==> config.mk <==
export PLATFORM = sky130hd
export DESIGN_NAME = nmea_rmc_time_extractor
export DESIGN_NICKNAME = d
export VERILOG_FILES = /design/src/hw/rtl/nrmc_pkg.sv /design/src/hw/rtl/nrmc_parser.sv /design/src/hw/rtl/nrmc_time_calc.sv /design/src/hw/rtl/nmea_rmc_time_extractor.sv
export SDC_FILE = /design/constraint.sdc
export NUM_CORES = 1
export LEC_CHECK = 0
export ABC_AREA = 1
export BUFFER_PORTS_ARGS = -buffer_cell sky130_fd_sc_hd__buf_2
export CORE_ASPECT_RATIO = 0.8
export CORE_MARGIN = 2
export CORE_UTILIZATION = 57
export DETAILED_ROUTE_END_ITERATION = 8
export PLACE_DENSITY = 0.77
export SYNTH_ARGS = -nofsm -noshare
export SYNTH_HDL_FRONTEND = slang
export SYNTH_SLANG_ARGS = --single-unit
==> constraint.sdc <==
create_clock -name clk -period 11.4 [get_ports clk]
set_clock_uncertainty 0.1 [all_clocks]
set_input_delay 1.71 -clock clk [delete_from_list [all_inputs] [get_ports clk]]
set_output_delay 1.71 -clock clk [all_outputs]
set_load 0.05 [all_outputs]
==> src/hw/rtl/nrmc_pkg.sv <==
package nrmc_pkg;

  // Longest line, counted from '$', before it is dropped
  localparam logic [7:0] MAX_LINE = 8'd128;
  localparam logic [7:0] LINE_SAT = 8'd255;
  // Header length including the trailing comma
  localparam logic [2:0] HDR_LEN  = 3'd7;
  localparam logic [7:0] HDR_LINE_LEN = 8'd7;

  localparam logic [4:0] OFFSET_RST = 5'd8;

  localparam logic [7:0] CH_DOLLAR = 8'h24;
  localparam logic [7:0] CH_G      = 8'h47;
  localparam logic [7:0] CH_P      = 8'h50;
  localparam logic [7:0] CH_N      = 8'h4E;
  localparam logic [7:0] CH_R      = 8'h52;
  localparam logic [7:0] CH_M      = 8'h4D;
  localparam logic [7:0] CH_C      = 8'h43;
  localparam logic [7:0] CH_COMMA  = 8'h2C;
  localparam logic [7:0] CH_CR     = 8'h0D;
  localparam logic [7:0] CH_LF     = 8'h0A;
  localparam logic [7:0] CH_A      = 8'h41;
  localparam logic [7:0] CH_V      = 8'h56;
  localparam logic [7:0] CH_ZERO   = 8'h30;
  localparam logic [7:0] CH_NINE   = 8'h39;

  // Field numbers, counted by commas seen (header comma is 1)
  localparam logic [3:0] FLD_TIME   = 4'd1;
  localparam logic [3:0] FLD_STATUS = 4'd2;
  localparam logic [3:0] FLD_DATE   = 4'd9;
  localparam logic [3:0] FLD_ALL    = 4'd10;
  localparam logic [3:0] COMMA_SAT  = 4'd15;
  localparam logic [2:0] DIGITS     = 3'd6;
  localparam logic [2:0] CIF_SAT    = 3'd7;

  localparam logic [7:0] HOURS_DAY  = 8'd24;

  // Captured sentence contents handed to the time calculation
  typedef struct packed {
    logic [5:0][3:0] time_dig;
    logic [5:0][3:0] date_dig;
    logic            fix;
    logic            complete;
    logic            bad;
  } nrmc_snap_t;

  typedef struct packed {
    logic [4:0] local_hour;
    logic [6:0] minute;
    logic [6:0] second;
    logic [6:0] day;
    logic [6:0] month;
    logic [6:0] year;
    logic       fix_valid;
    logic       fields_complete;
    logic       format_error;
  } nrmc_result_t;

  function automatic logic header_char_ok(input logic [2:0] pos, input logic [7:0] b);
    logic ok;
    case (pos)
      3'd0:    ok = (b == CH_DOLLAR);
      3'd1:    ok = (b == CH_G);
      3'd2:    ok = (b == CH_P) || (b == CH_N);
      3'd3:    ok = (b == CH_R);
      3'd4:    ok = (b == CH_M);
      3'd5:    ok = (b == CH_C);
      3'd6:    ok = (b == CH_COMMA);
      default: ok = 1'b0;
    endcase
    return ok;
  endfunction

endpackage

==> src/hw/rtl/nrmc_parser.sv <==
module nrmc_parser (
  input  logic                clk,
  input  logic                rst_n,
  input  logic                step,
  input  logic [7:0]          rx_byte,
  output logic                emit,
  output nrmc_pkg::nrmc_snap_t snap
);

  logic [2:0]      hdr_r, hdr_nxt;
  logic            in_sent_r, in_sent_nxt;
  logic [3:0]      comma_r, comma_nxt;
  logic [2:0]      cif_r, cif_nxt;
  logic [5:0][3:0] time_r, time_nxt;
  logic [5:0][3:0] date_r, date_nxt;
  logic            fix_r, fix_nxt;
  logic            bad_r, bad_nxt;
  logic [7:0]      len_r, len_nxt;
  logic            cr_r, cr_nxt;

  logic            is_digit;
  logic [3:0]      dval;

  assign is_digit = (rx_byte >= nrmc_pkg::CH_ZERO) && (rx_byte <= nrmc_pkg::CH_NINE);
  assign dval     = is_digit ? 4'(rx_byte - nrmc_pkg::CH_ZERO) : 4'd0;

  always_comb begin
    hdr_nxt     = hdr_r;
    in_sent_nxt = in_sent_r;
    comma_nxt   = comma_r;
    cif_nxt     = cif_r;
    time_nxt    = time_r;
    date_nxt    = date_r;
    fix_nxt     = fix_r;
    bad_nxt     = bad_r;
    len_nxt     = len_r;
    cr_nxt      = cr_r;
    emit        = 1'b0;

    if (!in_sent_r) begin
      if (nrmc_pkg::header_char_ok(hdr_r, rx_byte)) begin
        if (hdr_r == nrmc_pkg::HDR_LEN - 3'd1) begin
          hdr_nxt     = 3'd0;
          in_sent_nxt = 1'b1;
          comma_nxt   = 4'd1;
          cif_nxt     = 3'd0;
          bad_nxt     = 1'b0;
          cr_nxt      = 1'b0;
          len_nxt     = nrmc_pkg::HDR_LINE_LEN;
          time_nxt    = '0;
          date_nxt    = '0;
        end else begin
          hdr_nxt = hdr_r + 3'd1;
        end
      end else begin
        hdr_nxt = (rx_byte == nrmc_pkg::CH_DOLLAR) ? 3'd1 : 3'd0;
      end
    end else if (rx_byte == nrmc_pkg::CH_DOLLAR) begin
      // restart hunt with '$' already matched
      in_sent_nxt = 1'b0;
      cr_nxt      = 1'b0;
      hdr_nxt     = 3'd1;
    end else if (rx_byte == nrmc_pkg::CH_LF && cr_r) begin
      emit        = 1'b1;
      in_sent_nxt = 1'b0;
      cr_nxt      = 1'b0;
      hdr_nxt     = 3'd0;
    end else begin
      if (rx_byte == nrmc_pkg::CH_CR) begin
        cr_nxt = 1'b1;
      end else begin
        cr_nxt = 1'b0;
        if (rx_byte == nrmc_pkg::CH_COMMA) begin
          if (comma_r < nrmc_pkg::COMMA_SAT) begin
            comma_nxt = comma_r + 4'd1;
          end
          cif_nxt = 3'd0;
        end else begin
          if (comma_r == nrmc_pkg::FLD_TIME && cif_r < nrmc_pkg::DIGITS) begin
            time_nxt[cif_r] = dval;
            if (!is_digit) begin
              bad_nxt = 1'b1;
            end
          end else if (comma_r == nrmc_pkg::FLD_DATE && cif_r < nrmc_pkg::DIGITS) begin
            date_nxt[cif_r] = dval;
            if (!is_digit) begin
              bad_nxt = 1'b1;
            end
          end else if (comma_r == nrmc_pkg::FLD_STATUS && cif_r == 3'd0) begin
            if (rx_byte == nrmc_pkg::CH_A) begin
              fix_nxt = 1'b1;
            end else if (rx_byte == nrmc_pkg::CH_V) begin
              fix_nxt = 1'b0;
            end
          end
          if (cif_r < nrmc_pkg::CIF_SAT) begin
            cif_nxt = cif_r + 3'd1;
          end
        end
      end
      if (len_r < nrmc_pkg::LINE_SAT) begin
        len_nxt = len_r + 8'd1;
      end
      // overlong line: drop it
      if (len_nxt >= nrmc_pkg::MAX_LINE) begin
        in_sent_nxt = 1'b0;
        cr_nxt      = 1'b0;
        hdr_nxt     = 3'd0;
      end
    end
  end

  always_ff @(posedge clk) begin
    if (!rst_n) begin
      hdr_r     <= 3'd0;
      in_sent_r <= 1'b0;
      comma_r   <= 4'd0;
      cif_r     <= 3'd0;
      time_r    <= '0;
      date_r    <= '0;
      fix_r     <= 1'b0;
      bad_r     <= 1'b0;
      len_r     <= 8'd0;
      cr_r      <= 1'b0;
    end else if (step) begin
      hdr_r     <= hdr_nxt;
      in_sent_r <= in_sent_nxt;
      comma_r   <= comma_nxt;
      cif_r     <= cif_nxt;
      time_r    <= time_nxt;
      date_r    <= date_nxt;
      fix_r     <= fix_nxt;
      bad_r     <= bad_nxt;
      len_r     <= len_nxt;
      cr_r      <= cr_nxt;
    end
  end

  assign snap.time_dig = time_r;
  assign snap.date_dig = date_r;
  assign snap.fix      = fix_r;
  assign snap.complete = (comma_r >= nrmc_pkg::FLD_ALL);
  assign snap.bad      = bad_r;

endmodule

==> src/hw/rtl/nrmc_time_calc.sv <==
module nrmc_time_calc (
  input  nrmc_pkg::nrmc_snap_t   snap,
  input  logic [4:0]             utc_offset,
  output nrmc_pkg::nrmc_result_t res
);

  logic [7:0] hour_sum;
  logic [2:0] carry;
  logic [7:0] carry_x24;
  logic [7:0] hour_rem;

  function automatic logic [6:0] pair(input logic [3:0] hi, input logic [3:0] lo);
    return {hi, 3'b000} + {2'b00, hi, 1'b0} + {3'b000, lo};
  endfunction

  assign hour_sum = {1'b0, pair(snap.time_dig[0], snap.time_dig[1])} + {3'b000, utc_offset};

  // sum is below 135, so the day carry is at most 5
  always_comb begin
    if (hour_sum >= 5 * nrmc_pkg::HOURS_DAY) begin
      carry = 3'd5;
    end else if (hour_sum >= 4 * nrmc_pkg::HOURS_DAY) begin
      carry = 3'd4;
    end else if (hour_sum >= 3 * nrmc_pkg::HOURS_DAY) begin
      carry = 3'd3;
    end else if (hour_sum >= 2 * nrmc_pkg::HOURS_DAY) begin
      carry = 3'd2;
    end else if (hour_sum >= nrmc_pkg::HOURS_DAY) begin
      carry = 3'd1;
    end else begin
      carry = 3'd0;
    end
  end

  assign carry_x24 = {1'b0, carry, 4'b0000} + {2'b00, carry, 3'b000};
  assign hour_rem  = hour_sum - carry_x24;

  assign res.local_hour      = hour_rem[4:0];
  assign res.minute          = pair(snap.time_dig[2], snap.time_dig[3]);
  assign res.second          = pair(snap.time_dig[4], snap.time_dig[5]);
  assign res.day             = pair(snap.date_dig[0], snap.date_dig[1]) + {4'b0000, carry};
  assign res.month           = pair(snap.date_dig[2], snap.date_dig[3]);
  assign res.year            = pair(snap.date_dig[4], snap.date_dig[5]);
  assign res.fix_valid       = snap.fix;
  assign res.fields_complete = snap.complete;
  assign res.format_error    = snap.bad;

endmodule

==> src/hw/rtl/nmea_rmc_time_extractor.sv <==
// NMEA RMC time extractor.
// Input channel (in_valid/in_ready/in_rx_byte): one received character per
// beat. The parser hunts for "$GPRMC," or "$GNRMC,", counts commas and keeps
// the time digits, the status character and the date digits. The LF of a
// CR LF pair ends the sentence and yields one beat on the output channel
// (out_valid/out_ready/out_*): local hour (UTC + offset, mod 24), minute,
// second, day plus hour carry (no month rollover), month, year and flags.
// Other characters yield no output beat.
// Config channel (cfg_valid/cfg_ready/cfg_utc_offset_hours) sets the hour
// offset; always ready, write only while the block is idle.
// Throughput: one character per cycle while the input register is not held.
// The byte sits in an input register, then the parser and time math run
// combinationally into the output register.
// Stall: a pending result in the output register does not block input;
// only a sentence-ending LF arriving while out_ready stays low holds the input
// register, and in_ready drops while that byte is held.
// Reset (rst_n low, synchronous): parser back to header hunt, no fix,
// offset = 8 hours, both registers empty.
module nmea_rmc_time_extractor (
  input  logic       clk,
  input  logic       rst_n,
  input  logic       in_valid,
  output logic       in_ready,
  input  logic [7:0] in_rx_byte,
  output logic       out_valid,
  input  logic       out_ready,
  output logic [4:0] out_local_hour,
  output logic [6:0] out_minute_out,
  output logic [6:0] out_second_out,
  output logic [6:0] out_day_out,
  output logic [6:0] out_month_out,
  output logic [6:0] out_year_out,
  output logic       out_fix_valid,
  output logic       out_fields_complete,
  output logic       out_format_error,
  input  logic       cfg_valid,
  output logic       cfg_ready,
  input  logic [4:0] cfg_utc_offset_hours
);

  logic                   s1_valid_r;
  logic [7:0]             s1_byte_r;
  logic                   out_valid_r;
  nrmc_pkg::nrmc_result_t res_r;
  nrmc_pkg::nrmc_result_t res_nxt;
  logic [4:0]             offset_r;

  logic                   emit;
  logic                   out_free;
  logic                   advance;
  nrmc_pkg::nrmc_snap_t   snap;

  // output register can take a beat this cycle
  assign out_free = !out_valid_r || out_ready;
  // held byte is consumed unless it makes a result that has nowhere to go
  assign advance  = s1_valid_r && (!emit || out_free);
  assign in_ready = !s1_valid_r || advance;
  assign cfg_ready = 1'b1;

  nrmc_parser u_parser (
    .clk     (clk),
    .rst_n   (rst_n),
    .step    (advance),
    .rx_byte (s1_byte_r),
    .emit    (emit),
    .snap    (snap)
  );

  nrmc_time_calc u_calc (
    .snap       (snap),
    .utc_offset (offset_r),
    .res        (res_nxt)
  );

  always_ff @(posedge clk) begin
    if (!rst_n) begin
      s1_valid_r <= 1'b0;
    end else if (in_ready) begin
      s1_valid_r <= in_valid;
    end
  end

  always_ff @(posedge clk) begin
    if (in_valid && in_ready) begin
      s1_byte_r <= in_rx_byte;
    end
  end

  always_ff @(posedge clk) begin
    if (!rst_n) begin
      out_valid_r <= 1'b0;
    end else if (advance && emit) begin
      out_valid_r <= 1'b1;
    end else if (out_ready) begin
      out_valid_r <= 1'b0;
    end
  end

  always_ff @(posedge clk) begin
    if (advance && emit) begin
      res_r <= res_nxt;
    end
  end

  always_ff @(posedge clk) begin
    if (!rst_n) begin
      offset_r <= nrmc_pkg::OFFSET_RST;
    end else if (cfg_valid && cfg_ready) begin
      offset_r <= cfg_utc_offset_hours;
    end
  end

  assign out_valid           = out_valid_r;
  assign out_local_hour      = res_r.local_hour;
  assign out_minute_out      = res_r.minute;
  assign out_second_out      = res_r.second;
  assign out_day_out         = res_r.day;
  assign out_month_out       = res_r.month;
  assign out_year_out        = res_r.year;
  assign out_fix_valid       = res_r.fix_valid;
  assign out_fields_complete = res_r.fields_complete;
  assign out_format_error    = res_r.format_error;

  // a finished sentence always lands in the output register
  a_emit_loads: assert property (@(posedge clk) disable iff (!rst_n)
    advance && emit |=> out_valid_r)
    else $error("result beat lost");

  // local hour always wrapped
  a_hour_range: assert property (@(posedge clk) disable iff (!rst_n)
    out_valid_r |-> res_r.local_hour < 5'd24)
    else $error("local hour out of range");

  // empty input register never stalls the sender
  a_ready_empty: assert property (@(posedge clk) disable iff (!rst_n)
    !s1_valid_r |-> in_ready)
    else $error("input stalled while empty");

  // a held byte is only kept when it carries a result the output cannot take
  a_hold_reason: assert property (@(posedge clk) disable iff (!rst_n)
    s1_valid_r && !advance |-> emit && out_valid_r && !out_ready)
    else $error("byte held without cause");

endmodule
==> Yosys cells after proc, flatten, opt, wreduce, memory -nomap -nowiden <==
Index checks and enable logic that the tools add are counted.
{ "word_totals": {"ff_bits": 128, "inputBits": 18, "output_inout_bits": 46, "elab_cells": 226} }
{ "classes": {"eq_ne": 33, "order_cmp": 15, "n_mux": 87, "n_addsub": 21, "reduce_logical": 31, "bitwise_logic": 6} }
{ "op_table": {"columns": ["op", "n"], "rows": [
  ["24-bit two-way mux", 15],
  ["8-bit two-way mux", 9],
  ["8-bit by 7-bit equality test with 1-bit output, second input constant", 8],
  ["3-bit two-way mux", 18],
  ["24-bit bitwise mux", 2],
  ["7-bit by 4-bit adder with 7-bit output", 6],
  ["7-bit by 5-bit adder with 7-bit output", 6],
  ["4-bit two-way mux", 10],
  ["1-bit two-way mux", 31],
  ["8-bit by 7-bit >= comparator with 1-bit output, second input constant", 3],
  ["8-bit AND reduction", 3],
  ["2-bit != test, second input constant", 9],
  ["8-bit by 4-bit equality test with 1-bit output, second input constant", 2],
  ["8-bit by 6-bit equality test with 1-bit output, second input constant", 2],
  ["8-bit by 6-bit >= comparator with 1-bit output, second input constant", 2],
  ["4-bit demux with 3-bit select", 1],
  ["10-bit AND reduction", 1],
  ["3-bit equality test, second input constant", 3],
  ["1-bit logical AND", 9],
  ["9-bit AND reduction", 1],
  ["7-bit by 5-bit adder with 8-bit output", 1],
  ["8-bit by 1-bit adder with 8-bit output, second input constant", 1],
  ["8-bit by 5-bit >= comparator with 1-bit output, second input constant", 1],
  ["8-bit >= comparator, second input constant", 1],
  ["other kinds (30)", 48]
]} }

==> Depth between registers and ports, before layout <==
Gate-level depths: netlist of the first run.
{ "logic_depth": {"ltp_word": 12, "ltp_mapped": 26, "mapped_depth_nobuf": 26} }

==> Modules after synthesis <==
From an unflattened synthesis of the first run, not the netlist that was laid out.
{ "unflattened": {"cells_unflattened": 884, "hier_area_um2": 7498.4} }
{ "modules_own_cells": {"columns": ["module", "cells_per_inst", "area_per_inst_um2", "seq_area_each_um2", "instances"], "rows": [
  ["nrmc_parser", 567, 3918.8, 1401.3, 1],
  ["nmea_rmc_time_extractor", 93, 1830.5, 1671.6, 1],
  ["nrmc_time_calc", 224, 1749.2, 0.0, 1]
]} }

==> Worst setup path after synthesis of the first run <==
No wires, ideal clock.
{ "synth_timing": {"path_type": "flip-flop to flip-flop", "from": "register u_parser.time_r (netlist bit u_parser.snap[27])", "to": "register res_r (netlist bit out_day_out[5]), data pin", "stages_incl_launch_ff": 18, "required_ns": 11.043, "period_less_slack_ns": 4.207, "slack_ns": 7.193, "path_buffers": 0, "setup_time_ns": 0.257, "arrival_time_ns": 3.850, "cell_sequence": "dfxtp_1 fa_1 fa_1 xor2_1 ha_1 a21oi_1 nand3_1 nor2_1 o21ai_0 nand2_1 nand2_1 fa_1 inv_1 ha_1 fa_1 nand3_1 nand2_1 xor2_1"} }
{ "synth_lines": {"columns": ["item", "line", "source"], "rows": [
  ["from (decl)", "nrmc_parser.sv:14", "logic [5:0][3:0] time_r, time_nxt;"],
  ["from (signal assigned)", "nrmc_parser.sv:130", "time_r <= time_nxt;"],
  ["to (signal assigned)", "nmea_rmc_time_extractor.sv:101", "res_r <= res_nxt;"],
  ["to (decl)", "nmea_rmc_time_extractor.sv:44", "nrmc_pkg::nrmc_result_t res_r;"]
]} }

==> impl_metrics.csv, run 1 <==
group,metric,value,unit
global_routing,grt_usage,0.228,
sta,slew_viol_final,0,
sta,setup_violations,0,
finish,layout-drive-gt1-share,0.109,
yosys,ys_types,32,
sta,worst_slew_pin_slew,0.964,ns
yosys,synth_cells,840,
finish,area_delta_synth_final,14.1,%
global_routing,grt_pass1_wl,23600,µm
finish,multi_input_area,3440,µm²
worst_hold_path,hp-class,"flip-flop to flip-flop",
yosys,synth_flop_cell,"dfxtp_1",
power_and_ir_drop,p_leak,3.64,nW
drt,viasPerCell,5.23,
yosys,syn_area,6950,µm²
setup_path,crit_path_max_fanout,4,
drt,num_vias,5596,
yosys,yosys-top-cells-area,"dfxtp_1, edfxtp_1, nand2_1",
drt,firstDrtPassIters,5,
global_routing,grt_pass1_vias,5169,
finish,antennaDiodeCount,0,
yosys,yosysWarnings,0,
floorplanning,boundaryPins,64,
drt,wl_per_cell,12.9,µm
yosys,synth_xor_area_frac,0.0290,
clock_tree,clockBufferDepth,2,
power_and_ir_drop,power_per_cell_area,129,nW/µm²
floorplanning,fp.coreArea,12000,µm²
yosys,synthSimpleGateAreaFrac,0.231,
floorplanning,start_util,0.578,
global_routing,antenna_found_initial,0,
clock_tree,cts-htree-levels,4,
clock_tree,cts_sinks,128,
clock_tree,clk_pin_slew,0.06,ns
clock_tree,clock_latency,0.43,ns
drt,drt_iter0_markers,337,
yosys,synth-seq-cells,128,
finish,seq_area,3070,µm²
yosys,synth_edf_count,51,
setup_path,slowest_stage,"fa_1",
job,cap_violations,0,
yosys,synth_nets,929,
clock_tree,root_buffer,"clkbuf_16",
yosys,synth-async-reset-ratio,0,
yosys,synthMostInstantiatedCell,"nand2_1",
yosys,synth-compound-area-share,0.0906,
yosys,synth_top_area_share,0.222,
setup_path,crit_top_cell,"fa_1",
sta,hold_viol,0,
setup_path,start_kind,"flip-flop",
power_and_ir_drop,ir_worst_vdd,0.000101,V
global_routing,grt_max_degree,45,
finish,utilization,0.659,
setup_path,cp-end-kind,"flip-flop",
setup_path,required,11.48,ns
sta,fin_crit_sh,0.399,
floorplanning,num_rows,36,
clock_tree,post-cts-setup-buffer-count,0,
finish,nets,995,
drt,route.detailed.drc,0,
setup_path,crit_family,"adder cells",
sta,min_period,4.54,ns
power_and_ir_drop,finalPower,1.02,mW
setup_path,worst-setup-path-type,"flip-flop to flip-flop",
sta,relSlewSlack,0.357,
clock_tree,holdBufCountCts,0,
finish,fillers,986,
floorplanning,fp.dieH,103,µm
status,status,"finished clean",
setup_path,crit_buf_inv,1,
yosys,synthTopCellsByCount,"nand2_1, nor2_1, inv_1",
yosys,postSynthAreaPerCell,8.27,µm²
floorplanning,design.die.area,13100,µm²
placement,place_hpwl,9870,µm
placement,gp_congestion,0.890,
clock_tree,postCtsResizedCells,0,
clock_tree,cts_tree,"built",
sta,rsz0062_at_grt,"false",
sta,fmax,220,MHz
sta,finalSetupTns,0,ns
drt,wl,13800,µm
drt,postRouteAntennaNets,0,
setup_path,path_cells,"fa_1 > fa_1 > xor2_1 > ha_1 > a21oi_1 > nand3_1 > nor2_1 > o21ai_0 > nand2_1 > nand2_1 > fa_1 > inv_1 > ha_1 > fa_1 > nand3_1 > nand2_1 > xor2_1",
setup_path,critPathMaxStageDelay,0.49,ns
yosys,synth_adder_area_share,0.144,
clock_tree,numCtsBuffers,17,
global_routing,grt.overflow.total,0,
placement,portBuffers,62,
placement,placed_cells,1039,
yosys,synth_seq_area_share,0.442,
finish,layoutNonFillerInstCount,1071,
yosys,synthMuxAreaShare,0,
yosys,synth_top_family_by_area,"simple AND/OR/NAND/NOR gates",
yosys,synth_top_area_cell,"dfxtp_1",
floorplanning,die-width,127,µm
setup_path,cp_data_arrival_time,4.62,ns
## cell families (layout without fill, tap and decap cells)
family / after synthesis / after routing
and+or+nand+nor: 385 / 385
adders and majority gates: 71 / 71
xor gates and xnor gates: 23 / 23
AOI/OAI and AO/OA: 122 / 122
buffers and inverters: 110 / 189
DFF: 128 / 128
other: 1 / 1
## path summary, 6_finish.rpt
path | cells past startpoint | slack [ns] | end | startpoint
worst max-delay path | 17 | 6.86 | out_day_out[5] | u_parser.snap[29]
worst min-delay path | 0 | 0.34 | out_format_error | u_parser.bad_r
worst max register to register | 17 | 6.86 | out_day_out[5] | u_parser.snap[29]
worst min register to register | 0 | 0.34 | out_format_error | u_parser.bad_r
## per-stage QoR
stage | hold slack [ns] | worst slack (ns) | area (µm²)
global route | 0.334 | 6.54 | 7930
detailed placement | 0.322 | 6.88 | 7370
floorplan | 0.302 | 7.19 | 6950
global placement | 0.320 | 7.02 | 7370
CTS | 0.330 | 6.85 | 7930
finish | 0.340 | 6.86 | 7930
## report_power, final
group	switching [mW]	leakage (nW)	internal, mW	total [mW]
Clock	0.194	0.269	0.315	0.508
Sequential	0.00435	1.13	0.478	0.482
Combinational	0.0195	2.24	0.00863	0.0281
Total	0.217	3.64	0.802	1.02
## layout by cell type (no fill, tap or decap), drive strengths merged, types with 2 or more instances in the layout
cell	count
nand2	209
nor2	98
inv	93
a21oi	77
dfxtp	77
buf	64
ha	56
edfxtp	51
nand3	44
o21ai	36
clkbuf	28
xor2	20
fa	15
nor3	14
nand4	13
a211oi	4
xnor2	3
nor3b	3
clkinv	3
nor4	2
a31oi	2
## layer usage
layer	up-vias	GRT usage	share of wire
li1	2907	-	-
met1	2558	0.301	0.50
met5	-	0	0
met4	0	0.0888	0.015
met2	112	0.363	0.44
met3	19	0.0623	0.046
## sequential cells by signal (all words and copies together) (netlist names), 3 cells and up
name / count
u_parser.snap: 48
out_second_out: 7
out_minute_out: 7
out_month_out: 7
out_year_out: 7
u_parser.cif_r: 3
out_day_out: 7
u_parser.len_r: 8
out_local_hour: 5
u_parser.comma_r: 4
u_parser.hdr_r: 3
s1_byte_r: 8
offset_r: 5
## cell type report
cell class | instances | share of cell area
timing repair buffer | 64 | 0.0410
inverter | 93 | 0.0440
clock buffer | 28 | 0.0668
multi-input combinational | 602 | 0.434
tap | 152 | 0.0240
sequential | 128 | 0.388
clock inverter | 4 | 0.00300
## worst reg2reg max path: cells and delay by family, from the launching register on
family / cells / cell delay, ns
fa+ha+maj: 6 / 2.37
buf+inv: 1 / 0.05
simple gates: 6 / 0.70
compound gates: 2 / 0.32
flops: 1 / 0.38
xor+xnor: 2 / 0.35
Note: power is estimated with default switching activity, not from simulation.
==> inputs of run 2 (changes only) <==
- ABC_AREA: 1 -> 0
- clock period: 11.4 -> 4.6 ns (I/O delays scaled with it)
==> impl_metrics.csv, run 2 <==
group,metric,value,unit
status,status,"finished clean",
yosys,synth_top_area_cell,"dfxtp_1",
placement,portBuffers,62,
yosys,synthTopCellsByCount,"dfxtp_1, nand2_1, ha_1",
sta,fmax,221,MHz
drt,num_vias,5352,
yosys,ys_types,76,
floorplanning,design.die.area,12900,µm²
placement,placed_cells,854,
clock_tree,holdBufCountCts,0,
finish,utilization,0.694,
yosys,synthMuxAreaShare,0.0117,
clock_tree,cts_tree,"built",
yosys,synth_xor_area_frac,0.0407,
setup_path,start_kind,"flip-flop",
drt,viasPerCell,5.99,
sta,rsz0062_at_grt,"true",
yosys,synth-async-reset-ratio,0,
finish,antennaDiodeCount,0,
power_and_ir_drop,power_per_cell_area,325,nW/µm²
finish,final_common_cell,"dfxtp_1",
yosys,synth-compound-area-share,0.172,
yosys,synth_nets,750,
yosys,synth-seq-cells,128,
clock_tree,cts_sinks,128,
yosys,synth_top_area_share,0.225,
placement,post_dp_cell_area,7250,µm²
clock_tree,clock_latency,0.42,ns
global_routing,antenna_found_initial,0,
clock_tree,root_buffer,"clkbuf_16",
finish,largest_reg_flops,48,
drt,drt_iter0_markers,302,
yosys,yosys-top-cells-area,"dfxtp_1, edfxtp_1, ha_1",
finish,nets,821,
floorplanning,fp.coreArea,11600,µm²
worst_hold_path,hp-class,"flip-flop to flip-flop",
floorplanning,fp.dieH,102,µm
power_and_ir_drop,finalPower,2.62,mW
sta,worst_slew_pin_slew,1.40,ns
yosys,synth_cells,661,
floorplanning,boundaryPins,64,
drt,wl,15400,µm
yosys,synthMostInstantiatedCell,"dfxtp_1",
floorplanning,die-width,127,µm
yosys,synth_adder_area_share,0.146,
setup_path,required,4.67,ns
finish,area_delta_synth_final,17.5,%
sta,whs,0.326,ns
finish,final_cell_mix,"dfxtp_1, nand2_1, buf_2, ha_1, edfxtp_1",
sta,hold_viol,0,
finish,layout-drive-gt1-share,0.200,
drt,firstDrtPassIters,5,
yosys,synth_edf_count,51,
setup_path,path_cells,"ha_1 > ha_2 > fa_2 > xor2_4 > ha_1 > a21boi_4 > nor2_4 > buf_4 > a21oi_1 > o22ai_1 > fa_1 > buf_4 > fa_2 > a21oi_2 > nor2_1 > nor2_1 > xnor2_1",
clock_tree,numCtsBuffers,17,
yosys,synth_top_family_by_area,"compound AO/OA/AOI/OAI gates",
global_routing,grt_max_degree,36,
yosys,synth_seq_area_share,0.448,
sta,fin_crit_sh,0.984,
power_and_ir_drop,ir_worst_vdd,0.000254,V
sta,setup_violations,0,
global_routing,grt_pass1_vias,5294,
setup_path,slowest_stage,"fa_1",
power_and_ir_drop,p_leak,3.57,nW
drt,wl_per_cell,17.2,µm
placement,place_hpwl,10700,µm
drt,postRouteAntennaNets,0,
global_routing,grt.overflow.total,0,
finish,stdcell_area,8060,µm²
floorplanning,start_util,0.591,
clock_tree,clk_pin_slew,0.06,ns
clock_tree,clockBufferDepth,2,
setup_path,cp_data_arrival_time,4.60,ns
sta,slew_viol_final,0,
setup_path,critPathMaxStageDelay,0.52,ns
clock_tree,cts-htree-levels,4,
finish,layoutNonFillerInstCount,893,
setup_path,cp-end-kind,"flip-flop",
yosys,synth_flop_cell,"dfxtp_1",
global_routing,grt_usage,0.245,
sta,relSlewSlack,0.0581,
sta,min_period,4.53,ns
yosys,synthSimpleGateAreaFrac,0.139,
drt,route.detailed.drc,0,
yosys,yosysWarnings,0,
setup_path,crit_family,"adder cells",
floorplanning,num_rows,35,
job,cap_violations,0,
yosys,postSynthAreaPerCell,10.4,µm²
yosys,syn_area,6860,µm²
setup_path,crit_path_max_fanout,5,
global_routing,grt_pass1_wl,25100,µm
placement,gp_congestion,0.920,
setup_path,crit_buf_inv,2,
setup_path,worst-setup-path-type,"flip-flop to flip-flop",
==> run 2: cell types whose count changed in the layout (fill, tap and decap cells not counted), moves of 10 or more <==
cell and change:
xnor2_1 +14, inv_1 -53, a21oi_1 -50, buf_4 +10, nand3_1 -27, o22ai_1 +18
nor2_1 -60, nand2_1 -144, xor2_1 -11, a21o_1 +13
==> run 2: worst paths after layout <==
| check | from | endpoint | slack [ns] | depth (start not counted) |
|---|---|---|---|---|
| worst max-delay path | u_parser.snap[28] | out_day_out[5] | 0.07 | 17 |
| worst min-delay path | u_parser.snap[23] | out_year_out[0] | 0.33 | 0 |
| worst max register to register | u_parser.snap[28] | out_day_out[5] | 0.07 | 17 |
| worst min register to register | u_parser.snap[23] | out_year_out[0] | 0.33 | 0 |
==> run 2: worst reg2reg max path, delay by kind of cell (launching register included) <==
kind                       cells  cell delay [ns]
adders and majority gates      6             2.23
and+or+nand+nor                3             0.30
xor gates and xnor gates       2             0.27
DFF                            1             0.33
AOI/OAI and AO/OA              4             0.76
buffers and inverters          2             0.30
==> run 2: per-stage QoR <==
step,setup TNS (ns),worst slack (ns)
2_1_floorplan,0,0.109
3_3_place_gp,0,0.104
3_5_place_dp,-0.206,-0.107
4_1_cts,0,0.0275
5_1_grt,-0.174,-0.112
6_report,0,0.0729
==> run 2: cell families after synthesis <==
family                     Yosys count
buffers and inverters               59
adders and majority gates           71
muxes                                8
AOI/OAI and AO/OA                  174
and+or+nand+nor                    189
other                                1
DFF                                128
xor gates and xnor gates            31
==> run 2: report_power, final <==
part	total [mW]	switching (mW)	internal [mW]	leakage, nW
logic	0.0763	0.0455	0.0308	2.10
clock network	1.34	0.496	0.841	0.292
registers	1.21	0.0217	1.18	1.18
==> run 2: metal layers <==
layer	global-route usage	vias to the layer above	wire, µm	share of wire
met5	0	-	0	0
met4	0.0862	0	279	0.018
met3	0.0539	35	965	0.063
met2	0.432	207	7650	0.50
met1	0.300	2546	6480	0.42
li1	-	2564	-	-
==> run 2: final cells by class <==
type / instances / area [µm²]
fillers: 802 / 3550
clock inverters: 12 / 134
clock buffers: 20 / 467
well taps: 148 / 185
repair buffers: 74 / 400
inverters: 37 / 139
multi-input cells: 474 / 3660
flip-flops and latches: 128 / 3070
==> run 2: repair_timing <==
item                       CTS  global route
resized for setup           11            22
setup endpoints to repair    2             3
buffers inserted             2             5
pin swaps                    3            12
==> inputs of run 3 (changes only) <==
- ABC_AREA: 0 -> 1
==> impl_metrics.csv, run 3 (synthesized netlist as in run 1, its figures left out) <==
group,metric,value,unit
sta,worst_slack,0.237,ns
finish,stdcell_area,8050,µm²
floorplanning,die-width,127,µm
power_and_ir_drop,clkPwrFrac,0.515,
setup_path,required,4.67,ns
placement,portBuffers,62,
power_and_ir_drop,p_sw_frac,0.221,
sta,worst_slew_pin_slew,0.962,ns
setup_path,cp-end-kind,"flip-flop",
clock_tree,numCtsBuffers,17,
global_routing,grt_pass1_vias,5127,
finish,multi_input_area,3500,µm²
finish,seq_area,3080,µm²
floorplanning,start_util,0.578,
setup_path,slowest_stage,"fa_1",
setup_path,path_cells,"ha_1 > ha_2 > fa_2 > xor2_2 > ha_1 > nand2_1 > inv_1 > nand2_1 > nand3_2 > nand2_1 > nand2_1 > nand2_1 > nand2_2 > inv_2 > fa_1 > ha_1 > nand3_1 > and2_1 > inv_1 > a21oi_1 > nor2_1 > nor2_1 > xnor2_1",
drt,postRouteAntennaNets,0,
global_routing,grt_max_degree,45,
worst_hold_path,hp-class,"flip-flop to flip-flop",
sta,fmax,229,MHz
global_routing,antenna_found_initial,0,
power_and_ir_drop,p_sw,578,µW
power_and_ir_drop,p_int,2.03,mW
clock_tree,cts_sinks,128,
drt,wl,14000,µm
finish,final_common_cell,"nand2_1",
setup_path,worst-setup-path-type,"flip-flop to flip-flop",
finish,largest_reg_flops,48,
placement,gp_congestion,0.892,
floorplanning,num_rows,36,
setup_path,crit_path_max_fanout,4,
sta,relSlewSlack,0.359,
finish,fillers,966,
floorplanning,fp.dieH,103,µm
job,cap_violations,0,
sta,hold_viol,0,
floorplanning,design.die.area,13100,µm²
drt,route.detailed.drc,0,
setup_path,reg2reg_from,"u_parser.snap[28]",
drt,wl_per_cell,13.1,µm
global_routing,grt_usage,0.225,
finish,final_cell_mix,"nand2_1, nor2_1, inv_1, a21oi_1, dfxtp_1",
setup_path,crit_top_cell,"nand2_1",
status,status,"finished clean",
power_and_ir_drop,ir_worst_vdd,0.000325,V
sta,min_period,4.36,ns
power_and_ir_drop,power_per_cell_area,324,nW/µm²
floorplanning,boundaryPins,64,
clock_tree,holdBufCountCts,0,
global_routing,grt_pass1_wl,23500,µm
sta,slew_viol_final,0,
finish,layout-drive-gt1-share,0.132,
finish,antennaDiodeCount,0,
power_and_ir_drop,seqPwrFrac,0.458,
sta,fin_crit_sh,0.948,
sta,whs,0.341,ns
clock_tree,cts-htree-levels,4,
sta,setup_violations,0,
finish,area_delta_synth_final,15.9,%
drt,firstDrtPassIters,8,
placement,dp_slack,0.137,ns
clock_tree,root_buffer,"clkbuf_16",
placement,place_hpwl,9860,µm
setup_path,critPathMaxStageDelay,0.44,ns
global_routing,grt.overflow.total,0,
placement,post_dp_cell_area,7370,µm²
drt,drt_iter0_markers,356,
clock_tree,clock_latency,0.42,ns
floorplanning,fp.coreArea,12000,µm²
power_and_ir_drop,pwr-share-comb,0.027,
clock_tree,clockBufferDepth,2,
setup_path,cp_data_arrival_time,4.43,ns
finish,nets,998,
worst_hold_path,min-delay-start,"u_parser.snap[39]",
drt,num_vias,5633,
setup_path,crit_start,"u_parser.snap[28]",
clock_tree,cts_tree,"built",
drt,viasPerCell,5.24,
clock_tree,clk_pin_slew,0.06,ns
setup_path,start_kind,"flip-flop",
power_and_ir_drop,p_leak,3.73,nW
run 3: cell count changes in the layout (fill, tap and decap cells not counted), moves of 10 or more:
cell     change
a21o_1      -13
o22ai_1     -18
nor2_1      +59
nand3_1     +26
a21oi_1     +49
inv_1       +52
xor2_1      +10
nand2_1    +142
xnor2_1     -14
run 3: repair_timing:
action,CTS,global route
setup buffers,0,3
endpoints found under the setup margin,0,3
resized for setup,0,15
endpoints found under the hold margin,0,0
run 3: layout make-up:
type | instances | area share
Clock buffer | 21 | 0.0612
Clock inverter | 11 | 0.0127
Inverter | 93 | 0.0433
Multi-Input combinational cell | 602 | 0.434
Tap cell | 152 | 0.0236
Timing Repair Buffer | 67 | 0.0432
Sequential cell | 128 | 0.382
run 3: stage by stage:
step,setup TNS [ns],instances,power (mW),utilization
after floorplan,0,840,1.27,-
after global placement,0,1039,1.29,0.613
after detailed placement,0,1039,1.29,0.613
after CTS,0,1071,2.62,0.663
after global routing,-0.0836,1074,2.68,0.670
final,0,1074,2.61,0.670
run 3: routing by layer:
layer,track usage,up-vias,wire length (µm)
met4,0.0930,0,301
met5,0,-,0
met1,0.299,2532,6790
met3,0.0415,33,620
met2,0.369,143,6330
li1,-,2925,-
run 3: final timing paths:
kind,slack (ns),depth (start not counted),endpoint
setup reg to reg,0.24,23,out_day_out[6]
setup / recovery,0.24,23,out_day_out[6]
hold / removal,0.34,0,out_minute_out[0]
hold reg to reg,0.34,0,out_minute_out[0]
run 3: power by group through the flow:
stage | Combinational (mW) | Clock, mW | Sequential (mW)
floorplan | 0.0495 | 0 | 1.22
global placement | 0.0679 | 0 | 1.22
detailed placement | 0.0684 | 0 | 1.22
CTS | 0.0690 | 1.35 | 1.19
global route | 0.0798 | 1.41 | 1.20
finish | 0.0701 | 1.34 | 1.20
run 3: critical path: cells and delay by family, from the launching register on:
family	cells	cell delay, ns
xor+xnor	2	0.24
flops	1	0.33
buf+inv	3	0.20
simple gates	11	1.11
fa+ha+maj	6	2.00
compound gates	1	0.13
